==> src/rtl/core/fms_pkg.sv <==
package fms_pkg;

  localparam logic [3:0] LOW_SAMPLES = 4'd8;
  localparam logic [3:0] COUNT_MAX   = 4'd15;

  localparam logic [7:0] THRESHOLD_RESET = 8'd130;
  localparam logic [2:0] LEVEL_RESET     = 3'd1;

  localparam logic [1:0] CFG_LOW_THRESHOLD = 2'd0;
  localparam logic [1:0] CFG_GROUP_SELECT  = 2'd1;
  localparam logic [1:0] CFG_MEMORY_ENABLE = 2'd2;

  localparam logic OP_POWER_ON = 1'b0;
  localparam logic OP_SAMPLE   = 1'b1;

  localparam int unsigned QUEUE_DEPTH = 2;
  localparam int unsigned QUEUE_AW    = $clog2(QUEUE_DEPTH);
  localparam int unsigned QUEUE_CW    = $clog2(QUEUE_DEPTH + 1);

  typedef struct packed {
    logic [7:0] low_threshold;
    logic       group_select;
    logic       memory_enable;
  } cfg_t;

  typedef struct packed {
    logic is_sample;
    logic long_off;
    logic is_low;
  } cmd_t;

  function automatic logic [2:0] group_len(input logic g);
    return g ? 3'd5 : 3'd7;
  endfunction

  function automatic logic [2:0] group_level(input logic g, input logic [2:0] pos);
    logic [2:0] lv;
    lv = 3'd0;
    if (!g) begin
      lv = (pos == 3'd7) ? 3'd0 : pos + 3'd1;
    end else begin
      case (pos)
        3'd0:    lv = 3'd1;
        3'd1:    lv = 3'd2;
        3'd2:    lv = 3'd3;
        3'd3:    lv = 3'd5;
        3'd4:    lv = 3'd7;
        default: lv = 3'd0;
      endcase
    end
    return lv;
  endfunction

  function automatic logic [7:0] ramp(input logic [2:0] lv);
    logic [7:0] duty;
    case (lv)
      3'd1:    duty = 8'd1;
      3'd2:    duty = 8'd7;
      3'd3:    duty = 8'd32;
      3'd4:    duty = 8'd63;
      3'd5:    duty = 8'd107;
      3'd6:    duty = 8'd127;
      3'd7:    duty = 8'd255;
      default: duty = 8'd0;
    endcase
    return duty;
  endfunction

endpackage

==> src/rtl/core/fms_in_if.sv <==
interface fms_in_if;
  logic       valid;
  logic       ready;
  logic       operation;
  logic       long_off;
  logic [7:0] voltage;

  modport source(output valid, output operation, output long_off, output voltage,
                 input ready);
  modport sink(input valid, input operation, input long_off, input voltage,
               output ready);
endinterface

==> src/rtl/core/fms_out_if.sv <==
interface fms_out_if;
  logic       valid;
  logic       ready;
  logic [7:0] pwm_duty;
  logic       fast_pwm;
  logic [2:0] level;
  logic [2:0] mode_index;
  logic       stepped_down;
  logic       shut_down;

  modport source(output valid, output pwm_duty, output fast_pwm, output level,
                 output mode_index, output stepped_down, output shut_down,
                 input ready);
  modport sink(input valid, input pwm_duty, input fast_pwm, input level,
               input mode_index, input stepped_down, input shut_down,
               output ready);
endinterface

==> src/rtl/core/flashlight_mode_stepdown.sv <==
// Brightness mode controller for an LED driver with low-battery step-down.
// Events arrive as beats on in_ch: a power-on event (with the long off-time
// flag) or a battery voltage sample. Every accepted beat yields exactly one
// result beat on out_ch with the PWM duty, PWM mode, level, mode index and
// step-down status after the event.
// Registers are written through cfg_we, cfg_index and cfg_data: index 0 is
// the low-voltage threshold, 1 the group select, 2 mode memory enable.
// An accepted beat passes through the command queue and the result register
// before it appears on out_ch. While out_ch.ready stays high, one beat per
// cycle is sustained and consecutive events follow each other without a gap.
// A two-entry command queue sits between classification and execution, and
// the result register takes a new result as soon as out_ch accepts the old one.
// When out_ch.ready is low, the result holds, the queue fills, and in_ch.ready
// drops once the queue is full. Reset clears the queue and the result valid,
// restores the default registers and puts the light at the first level of the
// group with mode index zero.
module flashlight_mode_stepdown (
  input  logic        clk,
  input  logic        rst_n,
  fms_in_if.sink      in_ch,
  fms_out_if.source   out_ch,
  input  logic        cfg_we,
  input  logic [1:0]  cfg_index,
  input  logic [7:0]  cfg_data
);

  fms_pkg::cfg_t cfg_r;
  logic          push;
  fms_pkg::cmd_t push_cmd;
  logic          q_full;
  logic          pop;
  logic          pop_valid;
  fms_pkg::cmd_t pop_cmd;

  always_ff @(posedge clk) begin
    if (!rst_n) begin
      cfg_r.low_threshold <= fms_pkg::THRESHOLD_RESET;
      cfg_r.group_select  <= 1'b0;
      cfg_r.memory_enable <= 1'b0;
    end else if (cfg_we) begin
      unique case (cfg_index)
        fms_pkg::CFG_LOW_THRESHOLD: cfg_r.low_threshold <= cfg_data;
        fms_pkg::CFG_GROUP_SELECT:  cfg_r.group_select  <= cfg_data[0];
        fms_pkg::CFG_MEMORY_ENABLE: cfg_r.memory_enable <= cfg_data[0];
        default: begin
          cfg_r <= cfg_r;
        end
      endcase
    end
  end

  fms_front u_front (
    .in_ch         (in_ch),
    .low_threshold (cfg_r.low_threshold),
    .q_full        (q_full),
    .push          (push),
    .push_cmd      (push_cmd)
  );

  fms_queue u_queue (
    .clk       (clk),
    .rst_n     (rst_n),
    .push      (push),
    .push_cmd  (push_cmd),
    .full      (q_full),
    .pop       (pop),
    .pop_valid (pop_valid),
    .pop_cmd   (pop_cmd)
  );

  fms_back u_back (
    .clk       (clk),
    .rst_n     (rst_n),
    .cfg       (cfg_r),
    .cmd_valid (pop_valid),
    .cmd       (pop_cmd),
    .cmd_pop   (pop),
    .out_ch    (out_ch)
  );

endmodule

==> src/rtl/core/fms_front.sv <==
module fms_front (
  fms_in_if.sink        in_ch,
  input  logic [7:0]    low_threshold,
  input  logic          q_full,
  output logic          push,
  output fms_pkg::cmd_t push_cmd
);

  assign in_ch.ready = !q_full;
  assign push        = in_ch.valid && !q_full;

  always_comb begin
    push_cmd.is_sample = (in_ch.operation == fms_pkg::OP_SAMPLE);
    push_cmd.long_off  = in_ch.long_off;
    push_cmd.is_low    = (in_ch.voltage < low_threshold);
  end

endmodule

==> src/rtl/core/fms_queue.sv <==
module fms_queue (
  input  logic          clk,
  input  logic          rst_n,
  input  logic          push,
  input  fms_pkg::cmd_t push_cmd,
  output logic          full,
  input  logic          pop,
  output logic          pop_valid,
  output fms_pkg::cmd_t pop_cmd
);

  fms_pkg::cmd_t                       mem_r [fms_pkg::QUEUE_DEPTH];
  logic [fms_pkg::QUEUE_AW-1:0]        wr_ptr_r;
  logic [fms_pkg::QUEUE_AW-1:0]        rd_ptr_r;
  logic [fms_pkg::QUEUE_CW-1:0]        count_r;
  logic [fms_pkg::QUEUE_CW-1:0]        count_nxt;

  assign full      = (count_r == fms_pkg::QUEUE_CW'(fms_pkg::QUEUE_DEPTH));
  assign pop_valid = (count_r != '0);
  assign pop_cmd   = mem_r[rd_ptr_r];

  always_comb begin
    count_nxt = count_r;
    if (push && !pop) begin
      count_nxt = count_r + 1'b1;
    end else if (pop && !push) begin
      count_nxt = count_r - 1'b1;
    end
  end

  always_ff @(posedge clk) begin
    if (push) begin
      mem_r[wr_ptr_r] <= push_cmd;
    end
  end

  always_ff @(posedge clk) begin
    if (!rst_n) begin
      wr_ptr_r <= '0;
      rd_ptr_r <= '0;
      count_r  <= '0;
    end else begin
      if (push) begin
        wr_ptr_r <= wr_ptr_r + 1'b1;
      end
      if (pop) begin
        rd_ptr_r <= rd_ptr_r + 1'b1;
      end
      count_r <= count_nxt;
    end
  end

endmodule

==> src/rtl/core/fms_back.sv <==
module fms_back (
  input  logic          clk,
  input  logic          rst_n,
  input  fms_pkg::cfg_t cfg,
  input  logic          cmd_valid,
  input  fms_pkg::cmd_t cmd,
  output logic          cmd_pop,
  fms_out_if.source     out_ch
);

  logic [2:0] mode_pos_r;
  logic [2:0] mode_pos_nxt;
  logic [2:0] level_r;
  logic [2:0] level_nxt;
  logic [3:0] count_r;
  logic [3:0] count_nxt;
  logic       off_r;
  logic       off_nxt;
  logic       stepped;
  logic [2:0] len;
  logic [3:0] pos_adv;
  logic [2:0] pos_sel;
  logic [3:0] count_tmp;
  logic [2:0] lv_out;

  logic       out_valid_r;
  logic [7:0] duty_r;
  logic       fast_r;
  logic [2:0] lv_r;
  logic [2:0] idx_r;
  logic       stepped_r;
  logic       shut_r;

  assign cmd_pop = cmd_valid && (!out_valid_r || out_ch.ready);
  assign len     = fms_pkg::group_len(cfg.group_select);
  assign pos_adv = {1'b0, mode_pos_r} + 4'd1;

  always_comb begin
    mode_pos_nxt = mode_pos_r;
    level_nxt    = level_r;
    count_nxt    = count_r;
    off_nxt      = off_r;
    stepped      = 1'b0;
    pos_sel      = mode_pos_r;
    count_tmp    = count_r;
    if (!cmd.is_sample) begin
      if (!cmd.long_off) begin
        pos_sel = (pos_adv >= {1'b0, len}) ? 3'd0 : pos_adv[2:0];
      end else if (!cfg.memory_enable) begin
        pos_sel = 3'd0;
      end
      if (pos_sel >= len) begin
        pos_sel = 3'd0;
      end
      mode_pos_nxt = pos_sel;
      level_nxt    = fms_pkg::group_level(cfg.group_select, pos_sel);
      count_nxt    = 4'd0;
      off_nxt      = 1'b0;
    end else if (!off_r) begin
      if (cmd.is_low) begin
        if (count_r < fms_pkg::COUNT_MAX) begin
          count_tmp = count_r + 4'd1;
        end
      end else begin
        count_tmp = 4'd0;
      end
      if (count_tmp >= fms_pkg::LOW_SAMPLES) begin
        if (level_r > 3'd1) begin
          level_nxt = level_r - 3'd1;
        end else begin
          level_nxt = 3'd0;
          off_nxt   = 1'b1;
        end
        stepped   = 1'b1;
        count_tmp = 4'd0;
      end
      count_nxt = count_tmp;
    end
    lv_out = off_nxt ? 3'd0 : level_nxt;
  end

  always_ff @(posedge clk) begin
    if (!rst_n) begin
      mode_pos_r  <= 3'd0;
      level_r     <= fms_pkg::LEVEL_RESET;
      count_r     <= 4'd0;
      off_r       <= 1'b0;
      out_valid_r <= 1'b0;
    end else begin
      if (cmd_pop) begin
        mode_pos_r  <= mode_pos_nxt;
        level_r     <= level_nxt;
        count_r     <= count_nxt;
        off_r       <= off_nxt;
        out_valid_r <= 1'b1;
      end else if (out_ch.ready) begin
        out_valid_r <= 1'b0;
      end
    end
  end

  always_ff @(posedge clk) begin
    if (cmd_pop) begin
      duty_r    <= fms_pkg::ramp(lv_out);
      fast_r    <= (lv_out > 3'd2);
      lv_r      <= lv_out;
      idx_r     <= mode_pos_nxt;
      stepped_r <= stepped;
      shut_r    <= off_nxt;
    end
  end

  assign out_ch.valid        = out_valid_r;
  assign out_ch.pwm_duty     = duty_r;
  assign out_ch.fast_pwm     = fast_r;
  assign out_ch.level        = lv_r;
  assign out_ch.mode_index   = idx_r;
  assign out_ch.stepped_down = stepped_r;
  assign out_ch.shut_down    = shut_r;

endmodule
==> src/flat_wrapper.sv <==
// flat-port wrapper written by rule: the top's interface ports become plain ports
module flashlight_mode_stepdown_flat 
  (clk, rst_n, cfg_we, cfg_index, cfg_data, in_ch_valid, in_ch_operation, in_ch_long_off, in_ch_voltage, in_ch_ready, out_ch_valid, out_ch_pwm_duty, out_ch_fast_pwm, out_ch_level, out_ch_mode_index, out_ch_stepped_down, out_ch_shut_down, out_ch_ready);
  fms_in_if in_ch_i ();
  fms_out_if out_ch_i ();
  input  logic clk;
  input  logic rst_n;
  input  logic cfg_we;
  input  logic [1:0] cfg_index;
  input  logic [7:0] cfg_data;
  input wire logic [$bits(in_ch_i.valid)-1:0] in_ch_valid;
  input wire logic [$bits(in_ch_i.operation)-1:0] in_ch_operation;
  input wire logic [$bits(in_ch_i.long_off)-1:0] in_ch_long_off;
  input wire logic [$bits(in_ch_i.voltage)-1:0] in_ch_voltage;
  output wire logic [$bits(in_ch_i.ready)-1:0] in_ch_ready;
  output wire logic [$bits(out_ch_i.valid)-1:0] out_ch_valid;
  output wire logic [$bits(out_ch_i.pwm_duty)-1:0] out_ch_pwm_duty;
  output wire logic [$bits(out_ch_i.fast_pwm)-1:0] out_ch_fast_pwm;
  output wire logic [$bits(out_ch_i.level)-1:0] out_ch_level;
  output wire logic [$bits(out_ch_i.mode_index)-1:0] out_ch_mode_index;
  output wire logic [$bits(out_ch_i.stepped_down)-1:0] out_ch_stepped_down;
  output wire logic [$bits(out_ch_i.shut_down)-1:0] out_ch_shut_down;
  input wire logic [$bits(out_ch_i.ready)-1:0] out_ch_ready;
  assign in_ch_i.valid = in_ch_valid;
  assign in_ch_i.operation = in_ch_operation;
  assign in_ch_i.long_off = in_ch_long_off;
  assign in_ch_i.voltage = in_ch_voltage;
  assign in_ch_ready = in_ch_i.ready;
  assign out_ch_valid = out_ch_i.valid;
  assign out_ch_pwm_duty = out_ch_i.pwm_duty;
  assign out_ch_fast_pwm = out_ch_i.fast_pwm;
  assign out_ch_level = out_ch_i.level;
  assign out_ch_mode_index = out_ch_i.mode_index;
  assign out_ch_stepped_down = out_ch_i.stepped_down;
  assign out_ch_shut_down = out_ch_i.shut_down;
  assign out_ch_i.ready = out_ch_ready;
  flashlight_mode_stepdown u_core (.clk(clk), .rst_n(rst_n), .in_ch(in_ch_i), .out_ch(out_ch_i), .cfg_we(cfg_we), .cfg_index(cfg_index), .cfg_data(cfg_data));
endmodule
==> config.mk <==
export PLATFORM = sky130hd
export DESIGN_NAME = flashlight_mode_stepdown_flat
export DESIGN_NICKNAME = d
export VERILOG_FILES = /design/src/rtl/core/fms_pkg.sv /design/src/rtl/core/fms_in_if.sv /design/src/rtl/core/fms_out_if.sv /design/src/rtl/core/flashlight_mode_stepdown.sv /design/src/rtl/core/fms_front.sv /design/src/rtl/core/fms_queue.sv /design/src/rtl/core/fms_back.sv /design/src/flat_wrapper.sv
export SDC_FILE = /design/constraint.sdc
export NUM_CORES = 1
export LEC_CHECK = 0
export ABC_AREA = 0
export BUFFER_PORTS_ARGS = -buffer_cell sky130_fd_sc_hd__buf_2
export CAP_MARGIN = 15
export CORE_UTILIZATION = 45
export DETAILED_ROUTE_END_ITERATION = 8
export PLACE_DENSITY = 0.73
export SKIP_LAST_GASP = 1
export SLEW_MARGIN = 20
export SYNTH_ARGS = -nofsm -noshare
export SYNTH_HDL_FRONTEND = slang
export SYNTH_SLANG_ARGS = --single-unit
==> constraint.sdc <==
create_clock -name clk -period 8.9 [get_ports clk]
set_clock_uncertainty 0.05 [all_clocks]
set_input_delay 2.225 -clock clk [delete_from_list [all_inputs] [get_ports clk]]
set_output_delay 2.225 -clock clk [all_outputs]
set_load 0.02 [all_outputs]
==> results.txt <==
synth warn - 0
CTS tree - done
status - finished, final reports clean
final setup violating endpoints - 0
Critical Path RT - 8.97 ns
Routed Wire Length - 4.467 mm
DP HPWL - 3.248 mm
CP Class - register to register
number of global-route vias before repair - 1775
sequential cell area fraction in the yosys report - 44.14%
post-route ant nets - 0
Yosys top cell area share - 24.28%
commonest non-fill, non-tap cell in the layout - buf_2
crit end category - register
DR WL/cell - 11.51 µm
VDD IR max - 142.8 µV
Hold Vio Cnt, Final - 0
Setup Buffers After CTS - 0
ys async rst share - 0%
Pleak - 1.295 nW
die height - 79.77 µm
post-CTS sizing - 0
gpl congestion - 0.7893
post-synthesis cell type count - 57
Clk pin slew, worst setup/hold paths - 0.09 ns
EDFF count, synth - 22
Ports - 44
Iteration-0 DRC Markers - 58
worst-margin pin slew - 0.7157 ns
Max Root-Sink Buffers - 2
RSZ-0062 raised after global routing - false
Starting Density - 47.95%
shortest period the worst path allows - 4.096 ns
Clk pwr share - 15.7%
Rel. slew slack - 52.23%
Final Non-Filler Cells - 388
total CTS buffers - 5
Reg2Reg Launch Point - u_core.u_back.mode_pos_r[0]$_SDFFE_PN0P_
clock sinks - 49
Crit Path Max Fanout - 11
top area cells in the synthesized netlist - edfxtp_1, dfxtp_1, ha_1, nor2_1, nor2b_1
synthesized area - 2721 µm²
H-tree levels - 2
mean area per synthesized cell - 9.860 µm²
Via density - 5.093
root buf cell - clkbuf_8
Rows - 27
Hold Path Sink - u_core.cfg_r[9]$_SDFFE_PN1P_
pin count of the biggest net entering global routing - 26
Gate power share - 41.7%
worst skew pair latency - 0.30 ns
Core Area - 5675 µm²
WP buf/inv - 2
grt total ovfl - 0
hold wc startpoint - u_core.cfg_r[9]$_SDFFE_PN1P_
DR DRC count - 0
Psw - 0.0003122 W
Die Width - 79.77 µm
Detailed Routing Iterations Pass 1 - 4
crit path cell chain - ha_1 > a21boi_0 > xnor2_1 > a21oi_1 > nor2_1 > a31oi_1 > inv_1 > ha_1 > nand3b_1 > o21ai_2 > nand2_1 > nand2_1 > inv_1 > ha_1 > nor2b_1 > nor4b_1 > a211o_2 > o31ai_2 > or3_1 > o31ai_1
Placed Cells - 380
share of cells above drive strength 1 - 21.20%
final core utilization - 53.64%
cell mode on critical path - ha_1
startpoint types - register
CP max stage delay - 0.56 ns
Synth Flop Type - dfxtp_1
Slowest-stage cell, CP - dfxtp_1
commonest non-fill, non-tap cells in the layout - buf_2, nor2_1, dfxtp_1
Total Die Area - 6362 µm²
Pwr Density - 267.6 nW/µm²
Max-Cap Viols - 0
Syn-to-layout area delta - 11.86%
nets - 357
number of synthesized register bits - 49
f_max - 244.1 MHz
Critical R2R Capture - u_core.u_back.out_ch.pwm_duty[2]$_DFFE_PP_
net count after synthesis - 318
total inserted antenna cells - 0
register share of total power - 42.6%
Min-Delay Path Class - register to register
IO buf count - 43
initial antenna violation count - 0
Tcrit/Tclk final - 46.03%
CP top delay family - simple AND/OR/NAND/NOR gates
Tot Pwr - 0.0008145 W
first-pass GRT wire length - 7.686 mm
slack of the worst reg-to-reg path - 4.80 ns
vias post-DR - 1976
Synth area leader - edfxtp_1
Mapped Cells - 276
switching portion of total power - 38.33%
hold path cells - 2
Total GRT Usage - 15.43%
internal power - 0.0005023 W
max-slew violations - 0
R2R depth - 20
Worst Path Arrival - 4.17 ns
hold bufs inserted after CTS - 0
Fin Setup TNS - 0 ns
-- power by group through the flow --
stage	Sequential [W]	Clock (W)	Combinational (W)
CTS	0.000348	0.000132	0.000342
floorplan	0.000394	0	0.000225
detailed placement	0.000353	0	0.000340
global placement	0.000350	0	0.000333
global route	0.000355	0.000143	0.000376
finish	0.000347	0.000127	0.000340
-- state kept, by name, indices dropped and copies added, names as in the netlist, named ones only --
register                           cells
u_core.u_back.out_ch.pwm_duty          7
u_core.u_back.level_r                  3
u_core.u_queue.wr_ptr_r                1
u_core.u_queue.rd_ptr_r                1
u_core.u_back.mode_pos_r               3
u_core.u_back.out_ch.valid             1
u_core.u_back.out_ch.level             3
u_core.cfg_r                          10
u_core.u_back.out_ch.mode_index        3
u_core.u_queue.count_r                 2
u_core.u_queue.mem_r                   6
u_core.u_back.out_ch.fast_pwm          1
u_core.u_back.off_r                    1
u_core.u_back.out_ch.shut_down         1
u_core.u_back.count_r                  4
u_core.u_back.out_ch.stepped_down      1
-- tightest hold or removal path: stages, from the launching register on --
cell	delay, ns
dfxtp_1	0.31
inv_1	0.06
o211ai_1	0.09
-- metal layers --
metal / wire length, µm / global-route usage [%] / share of wire [%]
met5: 0 / 0 / 0
met2: 2184 / 27.18 / 49
met4: 49 / 5.000 / 1.1
met1: 2044 / 18.52 / 46
met3: 188 / 3.429 / 4.2
-- Yosys cell counts, types with 3 or more instances --
master,number
nor3_1,4
and2_1,8
o21ai_0,10
inv_1,18
a21boi_0,4
and2b_1,3
nand2_1,19
mux2i_1,7
nand2b_1,4
nor2b_1,14
edfxtp_1,22
dfxtp_1,27
a21oi_1,17
and3_1,3
xnor2_1,5
nor2_1,33
ha_1,17
a31oi_1,3
a21o_1,3
o211ai_1,3
clkbuf_1,7
-- cell families after synthesis --
family                     Yosys count  share of synthesized area [%]
AOI/OAI and AO/OA                   60                          16.32
xor gates and xnor gates             7                          2.253
and+or+nand+nor                    102                          19.36
adders and majority gates           17                          7.816
muxes                               11                          4.781
buffers and inverters               30                          5.333
DFF                                 49                          44.14
-- area by class of cell --
type | count | area, µm²
clock buffers | 6 | 72.57
clock inverters | 2 | 15.01
inverters | 18 | 67.56
fillers | 532 | 2631
repair buffers | 44 | 222.7
flip-flops and latches | 49 | 1201
multi-input cells | 197 | 1375
well taps | 72 | 90.09
-- per-stage QoR --
stage               cell area, µm²  setup WS (ns)  hold slack (ns)
floorplan                     2721          4.934           0.4154
global placement              2957          4.751           0.4358
detailed placement            2957          4.657           0.4439
CTS                           3044          4.802           0.4575
global route                  3044          4.351           0.4749
finish                        3044          4.804           0.4564
-- how the worst max path moves through the flow --
stage	startpoint	end	slack [ns]	cells past startpoint
floorplan	out_ch_ready	u_core.u_back.count_r[1]$_SDFFE_PN0P_	4.93	8
global placement	out_ch_ready	u_core.u_back.count_r[1]$_SDFFE_PN0P_	4.75	8
detailed placement	out_ch_ready	u_core.u_back.count_r[1]$_SDFFE_PN0P_	4.66	8
CTS	u_core.u_back.mode_pos_r[1]$_SDFFE_PN0P_	u_core.u_back.out_ch.pwm_duty[2]$_DFFE_PP_	4.80	20
global route	u_core.u_back.mode_pos_r[1]$_SDFFE_PN0P_	u_core.u_back.out_ch.pwm_duty[2]$_DFFE_PP_	4.35	20
finish	u_core.u_back.mode_pos_r[0]$_SDFFE_PN0P_	u_core.u_back.out_ch.pwm_duty[2]$_DFFE_PP_	4.80	20
Power figures use the tool's default switching activity.
